<file path="src/lwfs_pkg.sv">
// Shared types and constants for the LCD window fill sequencer.
package lwfs_pkg;

    localparam int SCREEN_WIDTH  = 128;
    localparam int SCREEN_HEIGHT = 160;

    localparam int COL_W = $clog2(SCREEN_WIDTH + 1);
    localparam int ROW_W = $clog2(SCREEN_HEIGHT + 1);
    localparam int PIX_W = $clog2(SCREEN_WIDTH * SCREEN_HEIGHT + 1);

    localparam logic [7:0] CMD_COLSET   = 8'h2A;
    localparam logic [7:0] CMD_ROWSET   = 8'h2B;
    localparam logic [7:0] CMD_MEMWRITE = 8'h2C;

    typedef enum logic [1:0] {
        MODE_FILL    = 2'd0,
        MODE_IMAGE   = 2'd1,
        MODE_ADVANCE = 2'd2,
        MODE_ILLEGAL = 2'd3
    } mode_t;

    typedef enum logic [1:0] {
        STATUS_OK      = 2'd0,
        STATUS_BUSY    = 2'd1,
        STATUS_INVALID = 2'd2
    } status_t;

    typedef enum logic {
        REG_COLUMN_OFFSET = 1'b0,
        REG_ROW_OFFSET    = 1'b1
    } reg_index_t;

    typedef enum logic [1:0] {
        OP_START   = 2'd0,
        OP_ADVANCE = 2'd1,
        OP_ILLEGAL = 2'd2
    } op_t;

    typedef enum logic [2:0] {
        PH_IDLE     = 3'd0,
        PH_COL_DATA = 3'd1,
        PH_ROW_CMD  = 3'd2,
        PH_ROW_DATA = 3'd3,
        PH_MEM_CMD  = 3'd4,
        PH_PIXELS   = 3'd5
    } phase_t;

    // classified word handed from front to back
    typedef struct packed {
        op_t              op;
        logic             start_ok;
        logic             image;
        logic [15:0]      col_start;
        logic [15:0]      col_end;
        logic [15:0]      row_start;
        logic [15:0]      row_end;
        logic [15:0]      color;
        logic [PIX_W-1:0] pixels;
        logic [7:0]       image_byte;
    } cmd_t;

    typedef struct packed {
        status_t    status;
        logic       byte_valid;
        logic [7:0] spi_byte;
        logic       is_data;
        logic       job_done;
        logic       busy_res;
    } res_t;

endpackage

</file>
<file path="src/lwfs_front.sv">
// Front end: offset registers and start-request checks, window and pixel count.
module lwfs_front (
    input  logic              clk,
    input  logic              rst_n,
    input  logic              cfg_we,
    input  logic [0:0]        cfg_index,
    input  logic [7:0]        cfg_data,
    input  logic [1:0]        mode,
    input  logic [15:0]       rect_x,
    input  logic [15:0]       rect_y,
    input  logic [15:0]       rect_w,
    input  logic [15:0]       rect_h,
    input  logic [15:0]       paint_color,
    input  logic [7:0]        image_byte,
    output lwfs_pkg::cmd_t    cmd
);

    localparam logic [16:0] SCR_W = 17'(lwfs_pkg::SCREEN_WIDTH);
    localparam logic [16:0] SCR_H = 17'(lwfs_pkg::SCREEN_HEIGHT);

    logic [7:0]  col_off_reg;
    logic [7:0]  row_off_reg;
    logic [16:0] sum_x;
    logic [16:0] sum_y;
    logic [15:0] wc;
    logic [15:0] hc;
    logic        on_screen;
    logic        fits;
    logic        is_fill;
    logic [lwfs_pkg::COL_W+lwfs_pkg::ROW_W-1:0] prod;

    always_ff @(posedge clk or negedge rst_n)
    begin
        if (!rst_n)
        begin
            col_off_reg <= 8'd0;
            row_off_reg <= 8'd0;
        end
        else if (cfg_we)
        begin
            unique case (lwfs_pkg::reg_index_t'(cfg_index))
                lwfs_pkg::REG_COLUMN_OFFSET: col_off_reg <= cfg_data;
                lwfs_pkg::REG_ROW_OFFSET:    row_off_reg <= cfg_data;
                default: ;
            endcase
        end
    end

    always_comb
    begin
        is_fill   = (lwfs_pkg::mode_t'(mode) == lwfs_pkg::MODE_FILL);
        sum_x     = {1'b0, rect_x} + {1'b0, rect_w};
        sum_y     = {1'b0, rect_y} + {1'b0, rect_h};
        on_screen = ({1'b0, rect_x} < SCR_W) && ({1'b0, rect_y} < SCR_H);
        fits      = (sum_x <= SCR_W) && (sum_y <= SCR_H);
        // fills are clipped to the screen edge
        wc = (is_fill && sum_x > SCR_W) ? 16'(SCR_W - {1'b0, rect_x}) : rect_w;
        hc = (is_fill && sum_y > SCR_H) ? 16'(SCR_H - {1'b0, rect_y}) : rect_h;
        // only meaningful when the window is accepted, then wc/hc fit the screen
        prod = wc[lwfs_pkg::COL_W-1:0] * hc[lwfs_pkg::ROW_W-1:0];

        unique case (lwfs_pkg::mode_t'(mode)) inside
            lwfs_pkg::MODE_FILL,
            lwfs_pkg::MODE_IMAGE:   cmd.op = lwfs_pkg::OP_START;
            lwfs_pkg::MODE_ADVANCE: cmd.op = lwfs_pkg::OP_ADVANCE;
            default:                cmd.op = lwfs_pkg::OP_ILLEGAL;
        endcase

        cmd.start_ok   = on_screen && (is_fill || fits) && (wc != 16'd0) && (hc != 16'd0);
        cmd.image      = !is_fill;
        cmd.col_start  = rect_x + {8'd0, col_off_reg};
        cmd.row_start  = rect_y + {8'd0, row_off_reg};
        cmd.col_end    = rect_x + wc - 16'd1 + {8'd0, col_off_reg};
        cmd.row_end    = rect_y + hc - 16'd1 + {8'd0, row_off_reg};
        cmd.color      = paint_color;
        cmd.pixels     = lwfs_pkg::PIX_W'(prod);
        cmd.image_byte = image_byte;
    end

endmodule

</file>
<file path="src/lwfs_queue.sv">
// Two-entry queue of classified words between front and back.
module lwfs_queue (
    input  logic           clk,
    input  logic           rst_n,
    input  logic           push,
    input  lwfs_pkg::cmd_t push_cmd,
    input  logic           pop,
    output logic           full,
    output logic           head_valid,
    output lwfs_pkg::cmd_t head_cmd
);

    lwfs_pkg::cmd_t entry_reg [2];
    logic [1:0]     count_reg;
    logic [1:0]     count_next;
    logic           wr_ptr_reg;
    logic           rd_ptr_reg;

    assign full       = (count_reg == 2'd2);
    assign head_valid = (count_reg != 2'd0);
    assign head_cmd   = entry_reg[rd_ptr_reg];

    always_comb
    begin
        count_next = count_reg;
        if (push && !pop)
            count_next = count_reg + 2'd1;
        else if (pop && !push)
            count_next = count_reg - 2'd1;
    end

    always_ff @(posedge clk or negedge rst_n)
    begin
        if (!rst_n)
        begin
            count_reg  <= 2'd0;
            wr_ptr_reg <= 1'b0;
            rd_ptr_reg <= 1'b0;
        end
        else
        begin
            count_reg <= count_next;
            if (push)
                wr_ptr_reg <= !wr_ptr_reg;
            if (pop)
                rd_ptr_reg <= !rd_ptr_reg;
        end
    end

    always_ff @(posedge clk)
    begin
        if (push)
            entry_reg[wr_ptr_reg] <= push_cmd;
    end

endmodule

</file>
<file path="src/lwfs_back.sv">
// Back end: window-write sequencer and the result register.
module lwfs_back (
    input  logic           clk,
    input  logic           rst_n,
    input  logic           head_valid,
    input  lwfs_pkg::cmd_t head_cmd,
    output logic           pop,
    output logic           res_valid,
    input  logic           res_ready,
    output lwfs_pkg::res_t res
);

    lwfs_pkg::phase_t            phase_reg, phase_next;
    logic [1:0]                  byte_index_reg, byte_index_next;
    logic                        image_job_reg, image_job_next;
    logic [15:0]                 col_start_reg, col_start_next;
    logic [15:0]                 col_end_reg, col_end_next;
    logic [15:0]                 row_start_reg, row_start_next;
    logic [15:0]                 row_end_reg, row_end_next;
    logic [15:0]                 color_reg, color_next;
    logic [lwfs_pkg::PIX_W-1:0]  pixels_left_reg, pixels_left_next;
    logic                        low_byte_next_reg, low_byte_next_next;
    logic                        res_valid_reg;
    lwfs_pkg::res_t              res_reg, res_now;
    logic                        job_active;
    logic                        last_pixel;

    function automatic logic [7:0] window_byte(input logic [15:0] s, input logic [15:0] e,
                                               input logic [1:0] idx);
        case (idx)
            2'd0:    window_byte = s[15:8];
            2'd1:    window_byte = s[7:0];
            2'd2:    window_byte = e[15:8];
            default: window_byte = e[7:0];
        endcase
    endfunction

    assign job_active = (phase_reg != lwfs_pkg::PH_IDLE);
    assign pop        = head_valid && (!res_valid_reg || res_ready);
    assign res_valid  = res_valid_reg;
    assign res        = res_reg;
    assign last_pixel = low_byte_next_reg && (pixels_left_reg <= lwfs_pkg::PIX_W'(1));

    // next state
    always_comb
    begin
        phase_next         = phase_reg;
        byte_index_next    = byte_index_reg;
        image_job_next     = image_job_reg;
        col_start_next     = col_start_reg;
        col_end_next       = col_end_reg;
        row_start_next     = row_start_reg;
        row_end_next       = row_end_reg;
        color_next         = color_reg;
        pixels_left_next   = pixels_left_reg;
        low_byte_next_next = low_byte_next_reg;
        unique case (head_cmd.op)
            lwfs_pkg::OP_START:
            begin
                if (!job_active && head_cmd.start_ok)
                begin
                    col_start_next     = head_cmd.col_start;
                    col_end_next       = head_cmd.col_end;
                    row_start_next     = head_cmd.row_start;
                    row_end_next       = head_cmd.row_end;
                    image_job_next     = head_cmd.image;
                    if (!head_cmd.image)
                        color_next = head_cmd.color;
                    pixels_left_next   = head_cmd.pixels;
                    low_byte_next_next = 1'b0;
                    byte_index_next    = 2'd0;
                    phase_next         = lwfs_pkg::PH_COL_DATA;
                end
            end
            lwfs_pkg::OP_ADVANCE:
            begin
                unique case (phase_reg)
                    lwfs_pkg::PH_COL_DATA:
                    begin
                        byte_index_next = byte_index_reg + 2'd1;
                        if (byte_index_reg == 2'd3)
                            phase_next = lwfs_pkg::PH_ROW_CMD;
                    end
                    lwfs_pkg::PH_ROW_CMD: phase_next = lwfs_pkg::PH_ROW_DATA;
                    lwfs_pkg::PH_ROW_DATA:
                    begin
                        byte_index_next = byte_index_reg + 2'd1;
                        if (byte_index_reg == 2'd3)
                            phase_next = lwfs_pkg::PH_MEM_CMD;
                    end
                    lwfs_pkg::PH_MEM_CMD:
                    begin
                        phase_next         = lwfs_pkg::PH_PIXELS;
                        low_byte_next_next = 1'b0;
                    end
                    lwfs_pkg::PH_PIXELS:
                    begin
                        low_byte_next_next = !low_byte_next_reg;
                        if (low_byte_next_reg)
                        begin
                            if (pixels_left_reg != '0)
                                pixels_left_next = pixels_left_reg - lwfs_pkg::PIX_W'(1);
                            if (last_pixel)
                                phase_next = lwfs_pkg::PH_IDLE;
                        end
                    end
                    default: ;
                endcase
            end
            default: ;
        endcase
    end

    // result of the head word
    always_comb
    begin
        res_now.status     = lwfs_pkg::STATUS_OK;
        res_now.byte_valid = 1'b0;
        res_now.spi_byte   = 8'd0;
        res_now.is_data    = 1'b0;
        res_now.job_done   = 1'b0;
        res_now.busy_res   = (phase_next != lwfs_pkg::PH_IDLE);
        unique case (head_cmd.op)
            lwfs_pkg::OP_START:
            begin
                if (job_active)
                    res_now.status = lwfs_pkg::STATUS_BUSY;
                else if (!head_cmd.start_ok)
                    res_now.status = lwfs_pkg::STATUS_INVALID;
                else
                begin
                    res_now.byte_valid = 1'b1;
                    res_now.spi_byte   = lwfs_pkg::CMD_COLSET;
                end
            end
            lwfs_pkg::OP_ADVANCE:
            begin
                res_now.byte_valid = job_active;
                unique case (phase_reg)
                    lwfs_pkg::PH_COL_DATA:
                    begin
                        res_now.spi_byte = window_byte(col_start_reg, col_end_reg,
                                                       byte_index_reg);
                        res_now.is_data  = 1'b1;
                    end
                    lwfs_pkg::PH_ROW_CMD: res_now.spi_byte = lwfs_pkg::CMD_ROWSET;
                    lwfs_pkg::PH_ROW_DATA:
                    begin
                        res_now.spi_byte = window_byte(row_start_reg, row_end_reg,
                                                       byte_index_reg);
                        res_now.is_data  = 1'b1;
                    end
                    lwfs_pkg::PH_MEM_CMD: res_now.spi_byte = lwfs_pkg::CMD_MEMWRITE;
                    lwfs_pkg::PH_PIXELS:
                    begin
                        res_now.is_data = 1'b1;
                        if (image_job_reg)
                            res_now.spi_byte = head_cmd.image_byte;
                        else if (low_byte_next_reg)
                            res_now.spi_byte = color_reg[7:0];
                        else
                            res_now.spi_byte = color_reg[15:8];
                        res_now.job_done = last_pixel;
                    end
                    default: ;
                endcase
            end
            default: res_now.status = lwfs_pkg::STATUS_INVALID;
        endcase
    end

    always_ff @(posedge clk or negedge rst_n)
    begin
        if (!rst_n)
        begin
            phase_reg         <= lwfs_pkg::PH_IDLE;
            byte_index_reg    <= 2'd0;
            image_job_reg     <= 1'b0;
            col_start_reg     <= 16'd0;
            col_end_reg       <= 16'd0;
            row_start_reg     <= 16'd0;
            row_end_reg       <= 16'd0;
            color_reg         <= 16'd0;
            pixels_left_reg   <= '0;
            low_byte_next_reg <= 1'b0;
            res_valid_reg     <= 1'b0;
        end
        else
        begin
            if (pop)
            begin
                phase_reg         <= phase_next;
                byte_index_reg    <= byte_index_next;
                image_job_reg     <= image_job_next;
                col_start_reg     <= col_start_next;
                col_end_reg       <= col_end_next;
                row_start_reg     <= row_start_next;
                row_end_reg       <= row_end_next;
                color_reg         <= color_next;
                pixels_left_reg   <= pixels_left_next;
                low_byte_next_reg <= low_byte_next_next;
            end
            if (pop)
                res_valid_reg <= 1'b1;
            else if (res_ready)
                res_valid_reg <= 1'b0;
        end
    end

    always_ff @(posedge clk)
    begin
        if (pop)
            res_reg <= res_now;
    end

    // pixel phase never runs on an empty count
    a_pixels_nonzero: assert property (@(posedge clk) disable iff (!rst_n)
        (phase_reg == lwfs_pkg::PH_PIXELS) |-> (pixels_left_reg != '0))
        else $error("pixel phase with zero pixels left");

    // byte counter moves only inside the window data phases
    a_index_phase: assert property (@(posedge clk) disable iff (!rst_n)
        (byte_index_reg != 2'd0) |->
            (phase_reg == lwfs_pkg::PH_COL_DATA || phase_reg == lwfs_pkg::PH_ROW_DATA))
        else $error("byte index outside window data phases");

    // a finished job leaves the sequencer idle
    a_done_idle: assert property (@(posedge clk) disable iff (!rst_n)
        (pop && res_now.job_done) |=> (phase_reg == lwfs_pkg::PH_IDLE && res_reg.is_data))
        else $error("job done but sequencer not idle");

    // a busy rejection only happens while a job runs
    a_busy_active: assert property (@(posedge clk) disable iff (!rst_n)
        (pop && res_now.status == lwfs_pkg::STATUS_BUSY) |-> job_active)
        else $error("busy status while idle");

endmodule

</file>
<file path="src/lcd_window_fill_sequencer_top.sv">
// Top level of the LCD window fill sequencer.
//
// Input channel (in_valid/in_ready) takes one request word per cycle while
// in_ready is high: a fill start, image start or advance. Each word yields
// exactly one result word on the output channel (out_valid/out_ready): status,
// the link byte with its data/command level, the job-done flag and the busy
// flag after the word. An accepted start emits the column-set command; each
// advance in a job emits the next window-setup byte, then the pixel stream:
// the RGB565 fill color, high byte first, or the word's image byte. Each word
// is registered in the two-entry queue, then passes the sequencer into the
// result register. Throughput is one word per cycle when not stalled.
// When the receiver stalls, the result register holds, the queue fills and
// in_ready drops once both queue entries are taken.
// Offsets are written through cfg_we/cfg_index/cfg_data while the block idles;
// the user must keep to this, the block does not enforce it. Reset clears
// the queue, the result valid flag, the offsets and the sequencer (no job active).
module lcd_window_fill_sequencer_top (
    input  logic        clk,
    input  logic        rst_n,
    input  logic        cfg_we,
    input  logic [0:0]  cfg_index,
    input  logic [7:0]  cfg_data,
    input  logic        in_valid,
    output logic        in_ready,
    input  logic [1:0]  mode,
    input  logic [15:0] rect_x,
    input  logic [15:0] rect_y,
    input  logic [15:0] rect_w,
    input  logic [15:0] rect_h,
    input  logic [15:0] paint_color,
    input  logic [7:0]  image_byte,
    output logic        out_valid,
    input  logic        out_ready,
    output logic [1:0]  status,
    output logic        byte_valid,
    output logic [7:0]  spi_byte,
    output logic        is_data,
    output logic        job_done,
    output logic        busy_res
);

    lwfs_pkg::cmd_t front_cmd;
    lwfs_pkg::cmd_t head_cmd;
    lwfs_pkg::res_t res;
    logic           full;
    logic           head_valid;
    logic           pop;

    assign in_ready = !full;

    lwfs_front u_front (
        .clk         (clk),
        .rst_n       (rst_n),
        .cfg_we      (cfg_we),
        .cfg_index   (cfg_index),
        .cfg_data    (cfg_data),
        .mode        (mode),
        .rect_x      (rect_x),
        .rect_y      (rect_y),
        .rect_w      (rect_w),
        .rect_h      (rect_h),
        .paint_color (paint_color),
        .image_byte  (image_byte),
        .cmd         (front_cmd)
    );

    lwfs_queue u_queue (
        .clk        (clk),
        .rst_n      (rst_n),
        .push       (in_valid && !full),
        .push_cmd   (front_cmd),
        .pop        (pop),
        .full       (full),
        .head_valid (head_valid),
        .head_cmd   (head_cmd)
    );

    lwfs_back u_back (
        .clk        (clk),
        .rst_n      (rst_n),
        .head_valid (head_valid),
        .head_cmd   (head_cmd),
        .pop        (pop),
        .res_valid  (out_valid),
        .res_ready  (out_ready),
        .res        (res)
    );

    assign status     = res.status;
    assign byte_valid = res.byte_valid;
    assign spi_byte   = res.spi_byte;
    assign is_data    = res.is_data;
    assign job_done   = res.job_done;
    assign busy_res   = res.busy_res;

endmodule
</file>
<file path="config.mk">
export PLATFORM = sky130hd
export DESIGN_NAME = lcd_window_fill_sequencer_top
export DESIGN_NICKNAME = d
export VERILOG_FILES = /design/src/lwfs_pkg.sv /design/src/lwfs_front.sv /design/src/lwfs_queue.sv /design/src/lwfs_back.sv /design/src/lcd_window_fill_sequencer_top.sv
export SDC_FILE = /design/constraint.sdc
export NUM_CORES = 1
export LEC_CHECK = 0
export ABC_CLOCK_PERIOD_IN_PS = 6190
export BUFFER_PORTS_ARGS = -buffer_cell sky130_fd_sc_hd__buf_4
export CORE_AREA = 2 2 201 203
export CTS_CLUSTER_SIZE = 10
export DETAILED_ROUTE_END_ITERATION = 8
export DIE_AREA = 0 0 203 205
export PLACE_DENSITY_LB_ADDON = 0.3
export SYNTH_ARGS = -nofsm -noshare
export SYNTH_HDL_FRONTEND = slang
export SYNTH_SLANG_ARGS = --single-unit
</file>
<file path="constraint.sdc">
create_clock -name clk -period 6.19 [get_ports clk]
set_input_delay 0 -clock clk [delete_from_list [all_inputs] [get_ports clk]]
set_output_delay 0 -clock clk [all_outputs]
set_load 0.005 [all_outputs]
</file>
==> impl_metrics.toml, run 1 <==
[logic_synthesis]
synth_top_area_share_pct = 31.4
synth_fp_nets = 2372
synth.distinct_cells = 80
avgSynthCellArea_um2 = 10.6
synth_seq_area_share_pct = 45.6
syn_inst = 2048
synth_top_area_cell = "edfxtp_1"
synth_area_leaders = "edfxtp_1 31%, dfrtp_1 14%, ha_1 9.5%"
synth_area_mm2 = 0.0218
yosys_most_used_dff = "edfxtp_1"
synth_edf_count = 228
async_reset_ff_share_pct = 35.0
ys_ff_latch = 351
yosysWarnings = 0

[placed_design]
io_buffer_count = 119
dp_hpwl_mm = 42.0
gp_congestion = 0.952
detailed_place.area_mm2 = 0.0248

[layout]
antenna_cells = 0
final_layout_size_suffix_gt1_share_pct = 20.9
nFillCells = 2857
syn2layout_area_growth_pct = 24.1
largest_register_ffs = 214
final_area_mm2 = 0.0270
fin_nets = 2742

[setup_path]
cp-start-kind = "primary input"
cp_slowest_stage_delay_ns = 0.51
r2r_cells = 12
end_kind = "flip-flop"
cp_max_fo = 7
worstPathRequired_ns = 6.50
cpMostUsedCell = "fa_1"
critPathSlowestCell = "fa_1"
arrival_ns = 6.57
timing_worst_setup_path_type = "primary input to flip-flop"

[floorplan]
die_h_um = 205
ioPinCount = 120
fp-row-count = 73
fp.dieW_um = 203
core_mm2 = 0.0394
die_area_mm2 = 0.0416
start_util_pct = 55.3

[sta]
finalClockSkew_ns = 0.0178
final_hold_viol_count = 0
rsz0062_at_grt = "yes"
relSlewSlack_pct = 26.4
finalSetupViolCount = 2
fmax_ghz = 0.160
post-route-period-util_pct = 101
drv_slew = 0
worst_pin_slew_ns = 1.10
fin_ws_ns = -0.0741
hold_ws_ns = 0.000574
period_needed_ns = 6.26

[grt]
grt_pass1_vias = 16700
grt.overflow.total = 0
grt_max_degree = 84
grt_pass1_wl_mm = 89.2
antenna_found_initial = 0
grt_usage_pct = 27.4

[run_status]
status = "finished, violations left"
violations = "negative setup slack"

[power]
p_seq_share_pct = 38.1
comb_power_share_pct = 41.3
p_sw_share_pct = 36.4
ir_drop_v = 0.000258
switching_power_mw = 3.94
pwr-share-clk_pct = 20.6
p_int_mw = 6.89
leakage_nw = 11.5
powerDensity_mw_per_mm2 = 400

[cts]
clkSinkCount = 351
cts_buffers = 42
clock_path_buffers = 3
clkLatencyLatePin_ns = 0.57
h-tree-depth = 2
cts_tree = "done"
cts.clk_slew.worst_paths_ns = 0.06
cts_root_buf = "clkbuf_16"

[hold_path]
hold_path.class = "primary input to asynchronous set/reset pin"

[drt]
vias = 16900
wl_per_cell_um = 19.1
ant_nets = 0
firstDrtPassIters = 6
drt_iter0_drc = 1325
drt-total-wl_mm = 56.7
drc_errors = 0
via_per_inst = 5.67

[job]
maxCapViolCount = 0
## layout by cell type, fill, tap and decap left out, types with 9 or more instances in the layout
cell / synthesis / final
o211ai_1: 11 / 11
nor4_1: 18 / 18
clkbuf_1: 53 / 26
nand2_1: 105 / 105
a21oi_2: 10 / 10
nor2b_1: 18 / 18
fa_1: 55 / 51
o21a_1: 11 / 11
dfrtp_1: 123 / 122
nand4_1: 19 / 19
mux2i_1: 124 / 119
nand3_1: 28 / 28
buf_4: 2 / 331
nand2b_1: 20 / 19
nor3_1: 36 / 36
o21bai_1: 9 / 9
xnor2_1: 95 / 93
a31oi_1: 13 / 10
o22ai_1: 10 / 10
ha_1: 165 / 154
buf_6: 1 / 13
a211oi_1: 17 / 17
a21oi_1: 160 / 154
dlygate4sd3_1: 0 / 46
a222oi_1: 12 / 12
xor2_1: 20 / 20
nor2_1: 233 / 224
clkbuf_16: 0 / 43
inv_1: 187 / 184
mux2_2: 32 / 31
o21ai_0: 89 / 83
edfxtp_1: 228 / 228
a21o_1: 16 / 16
## worst paths after layout
check,startpoint,endpoint,slack (ns)
worst max-delay path,rect_x[2],u_queue.entry_reg[0][22],-0.07
worst max register to register,u_front.row_off_reg[2],u_queue.entry_reg[1][53],2.46
max in group asynchronous,rst_n,u_front.row_off_reg[5],4.63
worst min-delay path,rst_n,u_queue.wr_ptr_reg,0.0006
worst min register to register,u_back.color_reg[15],u_back.color_reg[15],0.48
min in group clk,cfg_we,u_front.col_off_reg[3],0.03
## synth_stat cells, types with 5 or more instances
master and instances:
a21o_1 16, ha_1 165, nand2b_1 20, o21ai_0 89, a222oi_1 12, and2_1 5, and3_1 5, fa_1 55
or2_1 9, mux2_2 32, a31oi_1 13, nor2_1 233, a21oi_2 10, a21boi_0 8, nand4_1 19, buf_1 10
clkbuf_1 53, o21a_1 11, edfxtp_1 228, nor2b_1 18, nor4_1 18, o21bai_1 9, nor3_1 36, nand3_1 28
a211oi_1 17, or4_1 5, xnor2_1 95, a21oi_1 160, mux2i_1 124, nand2_1 105, inv_1 187, dfrtp_1 123
xor2_1 20, o211ai_1 11, o22ai_1 10, nand3b_1 6
## per-layer routing
metal	up-vias	track usage [%]	share of wire, %
li1	8033	-	-
met1	8143	36.3	43
met2	586	47.2	49
met3	96	3.95	5.8
met4	0	7.46	2.4
met5	-	0	0
## per-stage QoR
stage / TNS (ns) / setup WS (ns) / utilization (%) / total power, mW / std cells
after floorplan: -2.53 / -0.644 / - / 6.81 / 2048
after CTS: 0 / 0.00607 / 67.9 / 10.7 / 2963
after global placement: -6.77 / -0.771 / 63.0 / 8.19 / 2834
after detailed placement: -9.57 / -0.915 / 63.0 / 8.35 / 2834
final: -0.148 / -0.0741 / 68.7 / 10.8 / 2975
after global routing: -1.18 / -0.338 / 68.7 / 11.5 / 2975
## worst max-delay path: cells and delay by family
kind,cells,cell delay [ns]
simple gates,2,0.43
buf+inv,8,0.87
xor+xnor,3,0.49
fa+ha+maj,6,2.49
compound gates,11,2.30
## power by group through the flow
stage / Clock [mW] / Combinational [mW] / Sequential (mW)
after floorplan: 0 / 2.85 / 3.96
after global placement: 0 / 4.07 / 4.11
after detailed placement: 0 / 4.20 / 4.16
after CTS: 2.27 / 4.34 / 4.13
after global routing: 2.37 / 4.90 / 4.21
final: 2.23 / 4.47 / 4.13
## what timing repair did
| item | 4_1_cts | 5_1_grt |
|---|---|---|
| gates cloned | 1 | 1 |
| endpoints found under the hold margin | 133 | 0 |
| pin swaps | 30 | 8 |
| hold buffers | 46 | 0 |
| gates resized for setup | 28 | 46 |
| setup endpoints to repair | 5 | 16 |
| setup buffers | 7 | 11 |
## final cells by class
cell class | count | area (um2) | area share [%]
Tap cell | 525 | 657 | 2.43
Clock inverter | 6 | 73.8 | 0.273
Inverter | 190 | 713 | 2.64
Multi-Input combinational cell | 1438 | 11300 | 41.8
Timing Repair Buffer | 395 | 3200 | 11.8
Clock buffer | 70 | 1180 | 4.35
Sequential cell | 351 | 9930 | 36.7
## logic make-up after synthesis
kind of cell    share of synthesized area (%)
fa+ha+maj                                14.5
mux                                      7.42
xor+xnor                                 4.62
compound gates                           12.1
simple gates                             11.2
flops                                    45.6
buf+inv                                  4.55
Note: power is estimated with default switching activity, not from simulation.
==> run 2, diff against run 1 <==
--- a/config.mk
+++ b/config.mk
@@ -12,6 +12,7 @@
 export DETAILED_ROUTE_END_ITERATION = 8
 export DIE_AREA = 0 0 203 205
 export PLACE_DENSITY_LB_ADDON = 0.3
+export RECOVER_POWER = 100
 export SYNTH_ARGS = -nofsm -noshare
 export SYNTH_HDL_FRONTEND = slang
 export SYNTH_SLANG_ARGS = --single-unit
==> impl_metrics.toml, run 2 (synthesized netlist as in run 1, its figures left out) <==
[setup_path]
cp_slowest_stage_delay_ns = 0.51
timing_worst_setup_path_type = "primary input to flip-flop"
cp-start-kind = "primary input"
worstPathRequired_ns = 6.50
cpMostUsedCell = "fa_1"
arrival_ns = 6.57
cp_max_fo = 7
critPathSlowestCell = "fa_1"
r2r_slack_ns = 1.36
r2r_cells = 5
end_kind = "flip-flop"
reg2reg_from = "u_queue.rd_ptr_reg"
reg2reg_to = "u_back.res[0]"

[hold_path]
hold_depth = 3
hp-start = "cfg_we"
hold_path.class = "primary input to flip-flop"
hold-path-endpoint = "u_front.col_off_reg[3]"

[sta]
finalClockSkew_ns = 0.0181
post-route-period-util_pct = 101
drv_slew = 428
period_needed_ns = 6.26
relSlewSlack_pct = -84.2
fin_ws_ns = -0.0677
final_hold_viol_count = 0
worst_pin_slew_ns = 2.76
finalSetupViolCount = 2
fin_setup_tns_ns = -0.135
fmax_ghz = 0.160
rsz0062_at_grt = "yes"

[floorplan]
core_mm2 = 0.0394
start_util_pct = 55.3
die_h_um = 205
ioPinCount = 120
fp.dieW_um = 203
die_area_mm2 = 0.0416
fp-row-count = 73

[cts]
cts_tree = "done"
h-tree-depth = 2
cts_root_buf = "clkbuf_16"
cts.clk_slew.worst_paths_ns = 0.05
clock_path_buffers = 3
cts_buffers = 42
clkSinkCount = 351
clkLatencyLatePin_ns = 0.57

[grt]
grt_max_degree = 84
grt_usage_pct = 27.4
antenna_found_initial = 0
grt.overflow.total = 0
grt_pass1_vias = 16700
grt_pass1_wl_mm = 89.2

[placed_design]
gp_congestion = 0.952
place_inst = 2834
dp_hpwl_mm = 42.0
io_buffer_count = 119
detailed_place.area_mm2 = 0.0248

[layout]
final_layout_size_suffix_gt1_share_pct = 19.8
multi_input_area_mm2 = 0.0113
register_area_mm2 = 0.00992
nFillCells = 2896
antenna_cells = 0
fin_cells = 2975
final_common_cell = "buf_4"
layout_common_cells = "283 x buf_4, 228 x edfxtp_1, 224 x nor2_1, 184 x inv_1"
final_area_mm2 = 0.0269
syn2layout_area_growth_pct = 23.7
fin_nets = 2742
largest_register_ffs = 214

[run_status]
status = "finished, violations left"
violations = "max-capacitance violations, max-slew violations, negative setup slack"

[job]
maxCapViolCount = 8

[drt]
drc_errors = 0
vias = 16900
wl_per_cell_um = 19.0
firstDrtPassIters = 5
drt-total-wl_mm = 56.7
drt_iter0_drc = 1378
ant_nets = 0
via_per_inst = 5.68

[power]
powerDensity_mw_per_mm2 = 403
leakage_nw = 11.4
total_power_mw = 10.8
ir_drop_v = 0.000259
## run 2: changes by cell type in the layout (fill, tap and decap cells not counted), sizes merged
cell / before / now
buf: 348 / 300
clkbuf: 71 / 119
## run 2: worst max-delay path by stage
stage	endpoint	cells after the start	slack, ns	start
2_1_floorplan	u_queue.entry_reg[0][22]	25	-0.64	rect_x[4]
3_3_place_gp	u_queue.entry_reg[0][22]	29	-0.77	rect_x[0]
3_5_place_dp	u_queue.entry_reg[1][22]	28	-0.92	rect_x[0]
4_1_cts	u_queue.entry_reg[0][22]	29	0.006	rect_y[2]
5_1_grt	u_queue.entry_reg[0][22]	32	-0.34	rect_x[2]
6_report	u_queue.entry_reg[0][22]	30	-0.07	rect_w[2]
## run 2: worst max-delay path: cells and delay by family
family | cells | cell delay (ns)
muxes | 1 | 0.17
adders and majority gates | 6 | 2.54
xor gates and xnor gates | 2 | 0.29
AOI/OAI and AO/OA | 10 | 2.10
and+or+nand+nor | 3 | 0.62
buffers and inverters | 8 | 0.84
## run 2: what timing repair did
item	CTS	global route
buffers inserted	7	11
resized for setup	28	46
hold endpoints to repair	133	0
hold buffers	46	0
pin swaps	30	8
endpoints found under the setup margin	5	16
cloned	1	1
## run 2: area by class of cell
type	instances	area share (%)
timing repair buffer	395	11.5
clock buffer	70	4.37
sequential	351	36.8
multi-input combinational	1438	41.9
tap	525	2.44
inverter	190	2.65
clock inverter	6	0.274
## run 2: report_power, final
part | switching (mW) | leakage (nW) | total (mW) | internal (mW)
clock | 0.926 | 0.597 | 2.23 | 1.30
combinational | 2.52 | 7.22 | 4.47 | 1.95
sequential | 0.489 | 3.59 | 4.14 | 3.65
## run 2: per-layer routing
metal  GRT usage [%]  vias to the layer above  wire length (um)
met2            47.2                      585             27800
met1            36.3                     8175             24400
met5               0                        -                 0
met3            3.95                       97              3190
met4            7.46                        0              1350
li1                -                     8037                 -
## run 2: per-stage QoR
| step | hold WS, ns | utilization [%] | setup slack [ns] |
|---|---|---|---|
| finish | 0.0331 | 68.4 | -0.0677 |
| global route | 0.0295 | 68.4 | -0.338 |
| CTS | 0.00791 | 67.9 | 0.00607 |
| detailed placement | 0.0580 | 63.0 | -0.915 |
| global placement | 0.0632 | 63.0 | -0.771 |
| floorplan | -0.296 | - | -0.644 |
==> run 3, diff against run 2 <==
--- a/config.mk
+++ b/config.mk
@@ -7,12 +7,15 @@
 export LEC_CHECK = 0
 export ABC_CLOCK_PERIOD_IN_PS = 6190
 export BUFFER_PORTS_ARGS = -buffer_cell sky130_fd_sc_hd__buf_4
-export CORE_AREA = 2 2 201 203
+export CELL_PAD_IN_SITES_DETAIL_PLACEMENT = 0
+export CELL_PAD_IN_SITES_GLOBAL_PLACEMENT = 1
+export CORE_AREA = 2 2 223 225
 export CTS_CLUSTER_SIZE = 10
 export DETAILED_ROUTE_END_ITERATION = 8
-export DIE_AREA = 0 0 203 205
+export DIE_AREA = 0 0 225 227
 export PLACE_DENSITY_LB_ADDON = 0.3
 export RECOVER_POWER = 100
+export SETUP_SLACK_MARGIN = 0.05
 export SYNTH_ARGS = -nofsm -noshare
 export SYNTH_HDL_FRONTEND = slang
 export SYNTH_SLANG_ARGS = --single-unit
==> impl_metrics.toml, run 3 (synthesized netlist as in run 1, its figures left out) <==
[sta]
period_needed_ns = 6.26
finalClockSkew_ns = 0.0192
post-route-period-util_pct = 101
drv_slew = 394
fin_setup_tns_ns = -0.146
fmax_ghz = 0.160
worst_pin_slew_ns = 3.70
relSlewSlack_pct = -147
hold_ws_ns = 0.0409
fin_ws_ns = -0.0730
finalSetupViolCount = 2
final_hold_viol_count = 0
rsz0062_at_grt = "yes"

[layout]
final_core_util_pct = 56.4
fin_nets = 2786
antenna_cells = 0
final_common_cell = "buf_4"
nFillCells = 4213
final_area_mm2 = 0.0274
layout_common_cells = "328 x buf_4, 228 x edfxtp_1, 225 x nor2_1, 184 x inv_1, 156 x ha_1"
largest_register_ffs = 214
fin_cells = 3114
syn2layout_area_growth_pct = 25.6
final_layout_size_suffix_gt1_share_pct = 21.6

[drt]
ant_nets = 0
firstDrtPassIters = 6
wl_per_cell_um = 18.1
drt-total-wl_mm = 56.5
drt_iter0_drc = 914
drc_errors = 0
via_per_inst = 5.30
vias = 16500

[grt]
grt_pass1_wl_mm = 88.2
grt_usage_pct = 22.2
grt_pass1_vias = 16400
antenna_found_initial = 0
grt_max_degree = 81
grt.overflow.total = 0

[setup_path]
cpMostUsedCell = "fa_1"
cp-start-kind = "primary input"
critPathSlowestCell = "fa_1"
end_kind = "flip-flop"
worstPathRequired_ns = 6.46
cp_max_fo = 7
arrival_ns = 6.53
crit_family = "adder cells"
cp_slowest_stage_delay_ns = 0.51
timing_worst_setup_path_type = "primary input to flip-flop"
path_buf_inv = 6

[hold_path]
hold_path.class = "primary input to flip-flop"

[cts]
h-tree-depth = 2
cts.clk_slew.worst_paths_ns = 0.05
clock_path_buffers = 3
cts_root_buf = "clkbuf_16"
cts_tree = "done"
clkSinkCount = 351
clkLatencyLatePin_ns = 0.54
cts_buffers = 41

[placed_design]
pre_cts_slack_ns = -0.858
dp_hpwl_mm = 42.7
place_inst = 2969
detailed_place.area_mm2 = 0.0252
io_buffer_count = 119
gp_congestion = 0.906

[job]
maxCapViolCount = 8

[run_status]
status = "finished, violations left"
violations = "max-capacitance violations, max-slew violations, negative setup slack"

[floorplan]
core_mm2 = 0.0485
fp.dieW_um = 225
die_area_mm2 = 0.0511
fp-row-count = 81
ioPinCount = 120
start_util_pct = 44.9
die_h_um = 227

[power]
ir_drop_v = 0.000218
total_power_mw = 10.8
powerDensity_mw_per_mm2 = 394
leakage_nw = 11.6
-- run 3: layout make-up --
cell class	count	area (um2)	share of cell area, %
clock buffer	69	1160	4.25
clock inverter	4	46.3	0.169
inverter	190	713	2.61
multi-input combinational	1438	11300	41.2
sequential	351	9920	36.3
tap	622	778	2.84
timing repair buffer	440	3470	12.7
-- run 3: worst paths after layout --
check / from / to / slack (ns) / cells after the start
max in group asynchronous: rst_n / u_back.col_start_reg[14] / 1.86 / 3
setup / recovery: rect_h[0] / u_queue.entry_reg[0][22] / -0.07 / 29
min in group asynchronous: rst_n / u_back.low_byte_next_reg / 1.28 / 2
setup reg to reg: u_queue.rd_ptr_reg / u_back.color_reg[12] / 0.69 / 8
hold reg to reg: u_back.color_reg[3] / u_back.color_reg[3] / 0.48 / 2
hold / removal: rect_y[15] / u_queue.entry_reg[1][70] / 0.04 / 3
-- run 3: report_power, final --
part	switching (mW)	total, mW	internal [mW]
Clock	0.893	2.17	1.28
Combinational	2.53	4.55	2.02
Sequential	0.409	4.07	3.66
Total	3.83	10.8	6.96
-- run 3: repair_timing --
item / CTS / global route
pin swaps: 24 / 29
cloned: 1 / 1
setup buffers: 17 / 15
endpoints found under the hold margin: 144 / 0
setup endpoints to repair: 6 / 24
gates resized for setup: 17 / 53
hold buffers: 42 / 0
-- run 3: metal layers --
metal / track usage (%) / wire length [um] / up-vias
li1: - / - / 8123
met1: 30.4 / 26100 / 7917
met2: 37.7 / 26900 / 394
met3: 2.50 / 2330 / 64
met4: 5.36 / 1130 / 0
met5: 0 / 0 / -
-- run 3: tightest hold or removal path, stage by stage --
cell and delay, ns:
buf_4 0.09, buf_4 0.15, xnor2_1 0.14
